<file path="src/rtl/core/bpht_pkg.sv">
package bpht_pkg;

	// Number of keys in the scan; key bits above this count are ignored.
	localparam int KEY_COUNT = 8;

	// Fixed field widths of the scan and the tick.
	localparam int KEYS_W = 8;
	localparam int TICK_W = 32;
	localparam int CODE_W = 3;

	// Mask of the key bits that take part in tracking.
	localparam logic [KEYS_W-1:0] KEY_MASK =
		(KEY_COUNT >= KEYS_W) ? {KEYS_W{1'b1}} : KEYS_W'((64'd1 << KEY_COUNT) - 64'd1);

	// Hold time after reset, in milliseconds.
	localparam logic [TICK_W-1:0] HOLD_TIME_RESET = TICK_W'(2000);

	// Phase codes as they appear on the result word.
	localparam logic [CODE_W-1:0] PH_NONE     = 3'd0;
	localparam logic [CODE_W-1:0] PH_PRESSED  = 3'd1;
	localparam logic [CODE_W-1:0] PH_TIMING   = 3'd2;
	localparam logic [CODE_W-1:0] PH_HOLD     = 3'd3;
	localparam logic [CODE_W-1:0] PH_RELEASED = 3'd4;

	// Internal phase register, one-hot.
	typedef enum logic [4:0] {
		ST_NONE     = 5'b00001,
		ST_PRESSED  = 5'b00010,
		ST_TIMING   = 5'b00100,
		ST_HOLD     = 5'b01000,
		ST_RELEASED = 5'b10000
	} phase_t;

	// One result word.
	typedef struct packed {
		logic [CODE_W-1:0] phase;
		logic [KEYS_W-1:0] pressed;
		logic [KEYS_W-1:0] last;
	} result_t;

	// Map the one-hot phase onto its output code.
	function automatic logic [CODE_W-1:0] phase_code(input phase_t ph);
		logic [CODE_W-1:0] code;
		case (ph)
			ST_NONE:     code = PH_NONE;
			ST_PRESSED:  code = PH_PRESSED;
			ST_TIMING:   code = PH_TIMING;
			ST_HOLD:     code = PH_HOLD;
			ST_RELEASED: code = PH_RELEASED;
			default:     code = PH_NONE;
		endcase
		return code;
	endfunction

endpackage

</file>
<file path="src/rtl/core/bpht_fsm.sv">
module bpht_fsm (
	input  logic                             clk,
	input  logic                             arst_n,
	input  logic                             step_en,
	input  logic [bpht_pkg::KEYS_W-1:0]      scan_keys,
	input  logic [bpht_pkg::TICK_W-1:0]      scan_ms,
	input  logic                             cfg_wr_en,
	input  logic [bpht_pkg::TICK_W-1:0]      cfg_wr_data,
	output bpht_pkg::result_t                res
);
	import bpht_pkg::*;

	phase_t              phase_q, phase_d;
	logic [KEYS_W-1:0]   held_q, held_d;
	logic [KEYS_W-1:0]   released_q, released_d;
	logic [TICK_W-1:0]   start_q;
	logic                start_load;
	logic [TICK_W-1:0]   hold_time_q;
	logic [KEYS_W-1:0]   scan;
	logic [TICK_W-1:0]   elapsed;
	logic                hold_due;

	// Only the configured key bits are tracked.
	assign scan = scan_keys & KEY_MASK;

	// Wrapped time since timing started, checked against the hold time.
	assign elapsed  = scan_ms - start_q;
	assign hold_due = elapsed > hold_time_q;

	// Next phase and masks for the word in the input stage.
	always_comb begin
		phase_d    = phase_q;
		held_d     = held_q;
		released_d = released_q;
		start_load = 1'b0;
		case (phase_q)
			ST_NONE: begin
				if (scan != '0) begin
					phase_d = ST_PRESSED;
				end
				held_d = scan;
			end
			ST_PRESSED: begin
				if (scan == '0) begin
					phase_d = ST_RELEASED;
				end else if (scan == held_q) begin
					phase_d    = ST_TIMING;
					start_load = 1'b1;
				end else begin
					held_d = scan;
				end
			end
			ST_TIMING: begin
				if (scan == '0) begin
					phase_d = ST_RELEASED;
				end else if (scan == held_q) begin
					if (hold_due) begin
						phase_d = ST_HOLD;
					end
				end else begin
					held_d  = scan;
					phase_d = ST_PRESSED;
				end
			end
			ST_HOLD: begin
				if (scan == '0) begin
					phase_d = ST_RELEASED;
				end else if (scan != held_q) begin
					held_d  = scan;
					phase_d = ST_PRESSED;
				end
			end
			ST_RELEASED: begin
				released_d = held_q;
				held_d     = held_q ^ scan;
				phase_d    = ST_NONE;
			end
			default: begin
				phase_d = phase_q;
			end
		endcase
	end

	// The result word carries the state after this scan.
	assign res.phase   = phase_code(phase_d);
	assign res.pressed = held_d;
	assign res.last    = released_d;

	// Tracking state advances once per word leaving the input stage.
	always_ff @(posedge clk or negedge arst_n) begin
		if (!arst_n) begin
			phase_q    <= ST_NONE;
			held_q     <= '0;
			released_q <= '0;
		end else if (step_en) begin
			phase_q    <= phase_d;
			held_q     <= held_d;
			released_q <= released_d;
		end
	end

	// The start tick is only read in the timing phase, which loads it first.
	always_ff @(posedge clk) begin
		if (step_en && start_load) begin
			start_q <= scan_ms;
		end
	end

	// Hold time register.
	always_ff @(posedge clk or negedge arst_n) begin
		if (!arst_n) begin
			hold_time_q <= HOLD_TIME_RESET;
		end else if (cfg_wr_en) begin
			hold_time_q <= cfg_wr_data;
		end
	end

endmodule

</file>
<file path="src/rtl/core/button_press_hold_tracker.sv">
// Button press / hold / release tracker.
// Input channel: one word per key scan, scanned_keys (mask of keys down) and
// now_ms (free-running millisecond tick), with in_valid and in_stall.
// Output channel: one word per scan, event_phase (0 none, 1 pressed,
// 2 timing, 3 hold, 4 released), pressed_keys and last_keys, with out_valid
// and out_stall.
// Configuration: cfg_wr_en and cfg_wr_data write the hold time in
// milliseconds; write it only while no scan is in flight.
// The scan is registered in the input stage; its result word is registered in
// the output stage and shown there with out_valid until it is taken.
// Throughput is one scan per cycle while out_stall is low: an input register
// feeds the phase logic, whose result lands in an output register.
// Reset clears the phase to none, both masks to zero and the hold time to
// 2000 ms; both stages come up empty.
// When the receiver stalls, the output word holds; the input stage takes one
// more scan if empty, then raises in_stall until the output word moves on.
module button_press_hold_tracker (
	input  logic                         clk,
	input  logic                         arst_n,
	input  logic                         in_valid,
	output logic                         in_stall,
	input  logic [bpht_pkg::KEYS_W-1:0]  scanned_keys,
	input  logic [bpht_pkg::TICK_W-1:0]  now_ms,
	output logic                         out_valid,
	input  logic                         out_stall,
	output logic [bpht_pkg::CODE_W-1:0]  event_phase,
	output logic [bpht_pkg::KEYS_W-1:0]  pressed_keys,
	output logic [bpht_pkg::KEYS_W-1:0]  last_keys,
	input  logic                         cfg_wr_en,
	input  logic [bpht_pkg::TICK_W-1:0]  cfg_wr_data
);
	import bpht_pkg::*;

	logic                valid_s1;
	logic [KEYS_W-1:0]   keys_s1;
	logic [TICK_W-1:0]   ms_s1;
	logic                valid_s2;
	result_t             res_s2;
	result_t             res;
	logic                out_free;
	logic                step_en;
	logic                in_take;

	// The output register can load when empty or when its word is taken.
	assign out_free = !valid_s2 || !out_stall;
	assign step_en  = valid_s1 && out_free;
	assign in_stall = valid_s1 && !out_free;
	assign in_take  = in_valid && !in_stall;

	// Input stage control.
	always_ff @(posedge clk or negedge arst_n) begin
		if (!arst_n) begin
			valid_s1 <= 1'b0;
		end else if (!in_stall) begin
			valid_s1 <= in_valid;
		end
	end

	// Input stage payload.
	always_ff @(posedge clk) begin
		if (in_take) begin
			keys_s1 <= scanned_keys;
			ms_s1   <= now_ms;
		end
	end

	// Phase logic and tracking state.
	bpht_fsm u_fsm (
		.clk         (clk),
		.arst_n      (arst_n),
		.step_en     (step_en),
		.scan_keys   (keys_s1),
		.scan_ms     (ms_s1),
		.cfg_wr_en   (cfg_wr_en),
		.cfg_wr_data (cfg_wr_data),
		.res         (res)
	);

	// Output stage control.
	always_ff @(posedge clk or negedge arst_n) begin
		if (!arst_n) begin
			valid_s2 <= 1'b0;
		end else if (out_free) begin
			valid_s2 <= valid_s1;
		end
	end

	// Output stage payload.
	always_ff @(posedge clk) begin
		if (step_en) begin
			res_s2 <= res;
		end
	end

	assign out_valid    = valid_s2;
	assign event_phase  = res_s2.phase;
	assign pressed_keys = res_s2.pressed;
	assign last_keys    = res_s2.last;

endmodule
</file>
<file path="config.mk">
export PLATFORM = sky130hd
export DESIGN_NAME = button_press_hold_tracker
export DESIGN_NICKNAME = d
export VERILOG_FILES = /design/src/rtl/core/bpht_pkg.sv /design/src/rtl/core/bpht_fsm.sv /design/src/rtl/core/button_press_hold_tracker.sv
export SDC_FILE = /design/constraint.sdc
export NUM_CORES = 1
export LEC_CHECK = 0
export ABC_AREA = 1
export CAP_MARGIN = 20
export CORE_MARGIN = 10
export CORE_UTILIZATION = 35
export CTS_CLUSTER_DIAMETER = 100
export DETAILED_ROUTE_END_ITERATION = 8
export DONT_BUFFER_PORTS = 1
export GPL_TIMING_DRIVEN = 0
export HOLD_SLACK_MARGIN = 0.08
export PLACE_DENSITY = 0.58
export SYNTH_ARGS = -nofsm -noshare
export SYNTH_HDL_FRONTEND = slang
export SYNTH_SLANG_ARGS = --single-unit
</file>
<file path="constraint.sdc">
create_clock -name clk -period 11.1 [get_ports clk]
set_input_delay 2.22 -clock clk [delete_from_list [all_inputs] [get_ports clk]]
set_output_delay 2.22 -clock clk [all_outputs]
set_load 0.02 [all_outputs]
</file>
# --- After elaboration in Yosys (flattened, before gate mapping) ---
# Cells that the tools add are included.
totals:
  regBits: 146
  input_bits: 77
  output_inout_bits: 21
  elab_cells: 57
classes:
  add_sub_neg: 1
  order_cmp: 1
  eq_ne: 11
  mux: 19
  bitwise: 1
  n_reduce_logical: 12
ops:
  columns: ["op", "n"]
  rows:
  - ["$mux 5", 8]
  - ["$mux 8", 5]
  - ["$gt 32x32->1", 1]
  - ["$pmux 8 s4", 1]
  - ["$sub 32x32->32", 1]
  - ["$pmux 5 s5", 1]
  - ["$pmux 3 s4", 1]
  - ["$eq 5x2->1 const B", 2]
  - ["$eq 5x3->1 const B", 2]
  - ["$eq 5x4->1 const B", 2]
  - ["$eq 5x5->1 const B", 2]
  - ["$eq 8x8->1", 1]
  - ["$logic_not 8->1", 1]
  - ["$ne 8x8->1", 1]
  - ["$reduce_bool 8->1", 1]
  - ["$xor 8x8->8", 1]
  - ["$eq 5x1->1 const B", 1]
  - ["$logic_and 1x1->1", 4]
  - ["$logic_not 1->1", 4]
  - ["$mux 1", 3]
  - ["$reduce_or 2->1", 1]
  - ["$logic_or 1x1->1", 1]

# --- Longest topological paths before layout ---
logic_depth:
  depth_word: 8
  ltp_mapped: 32
  ltp_nobuf: 32

# --- By module ---
# From an unflattened synthesis, not the netlist that was laid out.
hier_totals:
  cells_unflattened: 864
  hier_area_um2: 8164.1
modules_own_cells:
  columns: ["mod", "n_inst", "cells_each", "area_each_um2"]
  rows:
  - ["bpht_fsm", 1, 793, 6297.3]
  - ["button_press_hold_tracker", 1, 71, 1866.8]

# --- Least setup slack after synthesis ---
# OpenSTA, ideal clock, no wires.
synth_timing:
  kind: "input-to-reg"
  start: "input out_stall"
  end: "register u_fsm.start_q[0], enable pin"
  arrival_time_ns: 5.162
  required_ns: 10.639
  path_slack_ns: 5.477
  path_stages: 6
  path_cell_list: "nand2_1 inv_1 nor2_1 clkbuf_1 inv_1 nor3_1"
synth_via:
  elab_chain_cells: 4
synth_lines:
  columns: ["item", "line_no", "rtl"]
  rows:
  - ["from (decl)", "button_press_hold_tracker.sv:25", "input logic out_stall,"]
  - ["$logic_not 1->1", "button_press_hold_tracker.sv:45", "assign out_free = !valid_s2 || !out_stall;"]
  - ["$logic_or 1x1->1", "button_press_hold_tracker.sv:45", null]
  - ["$logic_and 1x1->1", "button_press_hold_tracker.sv:46", "assign step_en = valid_s1 && out_free;"]
  - ["$logic_and 1x1->1", "bpht_fsm.sv:104", "if (step_en && start_load) begin"]
  - ["to (signal assigned)", "bpht_fsm.sv:105", "start_q <= scan_ms;"]
  - ["to (decl)", "bpht_fsm.sv:16", "logic [TICK_W-1:0] start_q;"]
# Every way passes these cells.
# A chain may end at the register's enable or synchronous reset.

# --- Final worst setup path ---
layout_timing:
  start: "input out_stall"
  end: "output in_stall"
layout_via:
  elab_chain_cells: 4
layout_lines:
  columns: ["item", "line_no", "rtl"]
  rows:
  - ["$logic_not 1->1", "button_press_hold_tracker.sv:45", null]
  - ["$logic_or 1x1->1", "button_press_hold_tracker.sv:45", null]
  - ["$logic_not 1->1", "button_press_hold_tracker.sv:47", "assign in_stall = valid_s1 && !out_free;"]
  - ["$logic_and 1x1->1", "button_press_hold_tracker.sv:47", null]
  - ["to (decl)", "button_press_hold_tracker.sv:21", "output logic in_stall,"]
# Every way passes these cells.

==> metrics.csv <==
stage;metric;value;unit
critical_path;RR Endpoint;event_phase[1]$_DFFE_PP_;
logic_synthesis;ys flop type;edfxtp_1;
clock_tree;clock latency on the worst-skew pair;430;ps
clock_tree;clk root buf;clkbuf_16;
critical_path;Startpoint Class;input port;
power_and_ir_drop;static leakage;4.01;nW
clock_tree;H-tree depth;4;
logic_synthesis;post-synth top area share;0.338;
power_and_ir_drop;Worst IR Drop VDD;0.0000986;V
final_layout;fill count;2268;
worst_hold_path;worst hold endpoint;u_fsm.start_q[29]$_DFFE_PP_;
worst_hold_path;Hold Startpoint;ms_s1[29]$_DFFE_PP_;
clock_tree;TritonCTS clock tree;yes;
die;cell row count;55;
critical_path;arrival time at the worst endpoint;2640;ps
logic_synthesis;Mapped Area;0.00808;mm²
timing;Final Skew;14.0;ps
timing;final critical-path setup slack;6240;ps
routing;DRT Pass-1 Iters;5;
critical_path;Buf/Inv on CP;0;
power_and_ir_drop;Pint;0.00113;W
status;outcome;completed;
placement;Port Buffers;0;
timing;RSZ-0062 raised after global routing;no;
timing;Setup violations, final;0;
timing;fmax;0.206;GHz
logic_synthesis;Synth cell types;44;
clock_tree;CTS Buf Count;17;
die;Initial Utilization;0.356;
global_route;first-pass GRT wire length;30.3;mm
power_and_ir_drop;Clk network pwr share;0.360;
routing;antenna-violating nets left;0;
logic_synthesis;Mean Syn Cell Area;9.36;µm²
placement;placer congestion estimate;0.858;
critical_path;max incr delay on CP;360;ps
power_and_ir_drop;Power Dens Cells;186;mW/mm²
final_layout;most frequent cells in the layout;nand2_1 (181), inv_1 (132), edfxtp_1 (91), o21ai_0 (78), ha_1 (63);
power_and_ir_drop;switch share;0.334;
power_and_ir_drop;Net Sw Power;0.000569;W
routing;final wirelength;18.4;mm
timing;Period Utilization, post-route;0.438;
routing;routed vias/inst;4.81;
critical_path;Critical Path End Type;primary output;
global_route;number of global-route vias before repair;5820;
global_route;GRT Util Overall;0.131;
clock_tree;Reg clk slew, reported paths;60;ps
critical_path;CP required;8880;ps
final_layout;fin nets;1027;
logic_synthesis;total nets after synthesis;1004;
critical_path;setup slack, reg-to-reg;7130;ps
placement;post-place setup slack;6230;ps
placement;DP HPWL;14.3;mm
logic_synthesis;leading area contributor after synthesis;edfxtp_1;
final_layout;proportion of layout cells with a drive suffix above 1;0.0968;
die;die width;172;µm
clock_tree;PostCTS Resize Cnt;0;
job;max_cap viols;0;
die;# IOs;98;
timing;Final Hold Viols;0;
power_and_ir_drop;Comb pwr share;0.221;
power_and_ir_drop;Seq pwr share;0.420;
timing;Slew Limit Headroom;0.440;
clock_tree;clock tree buffer depth;2;
routing;DR vias;5720;
final_layout;Layout area overhead;13.3;%
timing;Fin Setup TNS;0;ps
critical_path;FF-to-FF Start;ms_s1[0]$_DFFE_PP_;
final_layout;commonest non-fill, non-tap cell in the layout;nand2_1;
die;die area;0.0296;mm²
clock_tree;clock sink total;146;
logic_synthesis;Synth Instances;863;
die;die height;172;µm
timing;post-route minimum period;4860;ps
logic_synthesis;EDFF count, synth;91;
routing;drt wl/cell;15.5;µm
critical_path;CP max-delay cell;nor2_1;
global_route;initial antenna violation count;9;
logic_synthesis;Seq/Total Area, Yosys;0.510;
logic_synthesis;Ys Warns;0;
global_route;largest net degree at the start of global routing;56;
critical_path;worst-path cell chain;nand2_1, nor2_1;
critical_path;reg2reg path depth;28;
routing;Initial DRC Count;317;
critical_path;crit path max fanout;3;
logic_synthesis;largest cells by area after synthesis;edfxtp_1 (34%), dfrtp_1 (15%), ha_1 (9.8%);
critical_path;kind of critical path;in -> out;
worst_hold_path;Hold Crit Depth;0;
routing;# DRC;0;
timing;Final Max Slew Viols;0;
critical_path;delay-heaviest family, CP;simple AND/OR/NAND/NOR gates;
clock_tree;Setup Buffers After CTS;0;
clock_tree;# hold bufs at CTS;0;
worst_hold_path;Hold WC Path Type;reg -> reg;
timing;Slew @ Worst Pin;835;ps
logic_synthesis;Async S/R FF share, synth;0.377;
global_route;total gr overflow;0;
die;Core Area;0.0227;mm²
logic_synthesis;FF+latch count, synth;146;
Yosys cell counts (all sizes together), types with 11 or more instances:
| cell type | count |
|---|---|
| a21oi | 58 |
| clkbuf | 11 |
| dfrtp | 48 |
| edfxtp | 91 |
| ha | 63 |
| inv | 139 |
| nand2 | 184 |
| nand3 | 15 |
| nand4 | 13 |
| nor2 | 65 |
| o21ai | 93 |
| xnor2 | 15 |
| xor2 | 23 |
routing by layer:
| layer | track usage | vias up | part of all wire |
|---|---|---|---|
| met5 | 0 | - | 0.0014 |
| met4 | 0.0364 | 4 | 0.012 |
| met3 | 0.0426 | 15 | 0.059 |
| met2 | 0.201 | 110 | 0.44 |
| met1 | 0.173 | 2654 | 0.49 |
| li1 | - | 2937 | - |
final cells by class:
type                            instances  area, µm²  share of cell area
Timing Repair Buffer                    4       57.6             0.00629
Clock inverter                         15        215              0.0235
Buffer                                 12       45.0             0.00492
Multi-Input combinational cell        566       3400               0.371
Antenna cell                            5       12.5             0.00137
Sequential cell                       146       4120               0.450
Clock buffer                           17        425              0.0465
Inverter                              139        522              0.0570
Tap cell                              285        357              0.0390
logic make-up after synthesis:
logic type | after synthesis | synth area share
adder cells (fa/ha/maj) | 64 | 0.100
multiplexers | 1 | 0.00139
buffers and inverters | 151 | 0.0702
flip-flops | 146 | 0.510
AND/OR/NAND/NOR | 290 | 0.154
AO/OA/AOI/OAI | 173 | 0.124
XOR/XNOR | 38 | 0.0412
flip-flops by register name, indices dropped and copies added (netlist names), 8 cells and up:
register and cells:
ms_s1 32, keys_s1 8, last_keys 8, u_fsm.hold_time_q 32
u_fsm.held_q 8, pressed_keys 8, u_fsm.released_q 8, u_fsm.start_q 32
power by group through the flow:
stage | Clock (W) | Combinational [W] | Sequential, W
after global routing | 0.000651 | 0.000432 | 0.000725
after floorplan | 0 | 0.000293 | 0.000715
after detailed placement | 0 | 0.000373 | 0.000728
after global placement | 0 | 0.000365 | 0.000728
after CTS | 0.000627 | 0.000376 | 0.000717
final | 0.000612 | 0.000376 | 0.000715
through the flow:
step,total power (W),instances,cell area (µm²),hold slack [ps],utilization
after floorplan,0.00101,863,8080,426,-
after global placement,0.00109,1148,8440,448,0.371
after detailed placement,0.00110,1152,8500,443,0.374
after CTS,0.00172,1184,9140,469,0.402
after global routing,0.00181,1187,9150,488,0.403
final,0.00170,1189,9150,465,0.403
worst max-delay path by stage:
stage | endpoint | startpoint | cells after the start | slack, ps
floorplan | u_fsm.start_q[0]$_DFFE_PP_ | out_stall | 6 | 5480
global placement | u_fsm.start_q[0]$_DFFE_PP_ | out_stall | 6 | 3990
detailed placement | in_stall | out_stall | 2 | 6230
CTS | in_stall | out_stall | 2 | 6230
global route | in_stall | out_stall | 2 | 6200
finish | in_stall | out_stall | 2 | 6240
(Power assumes the default switching activity.)
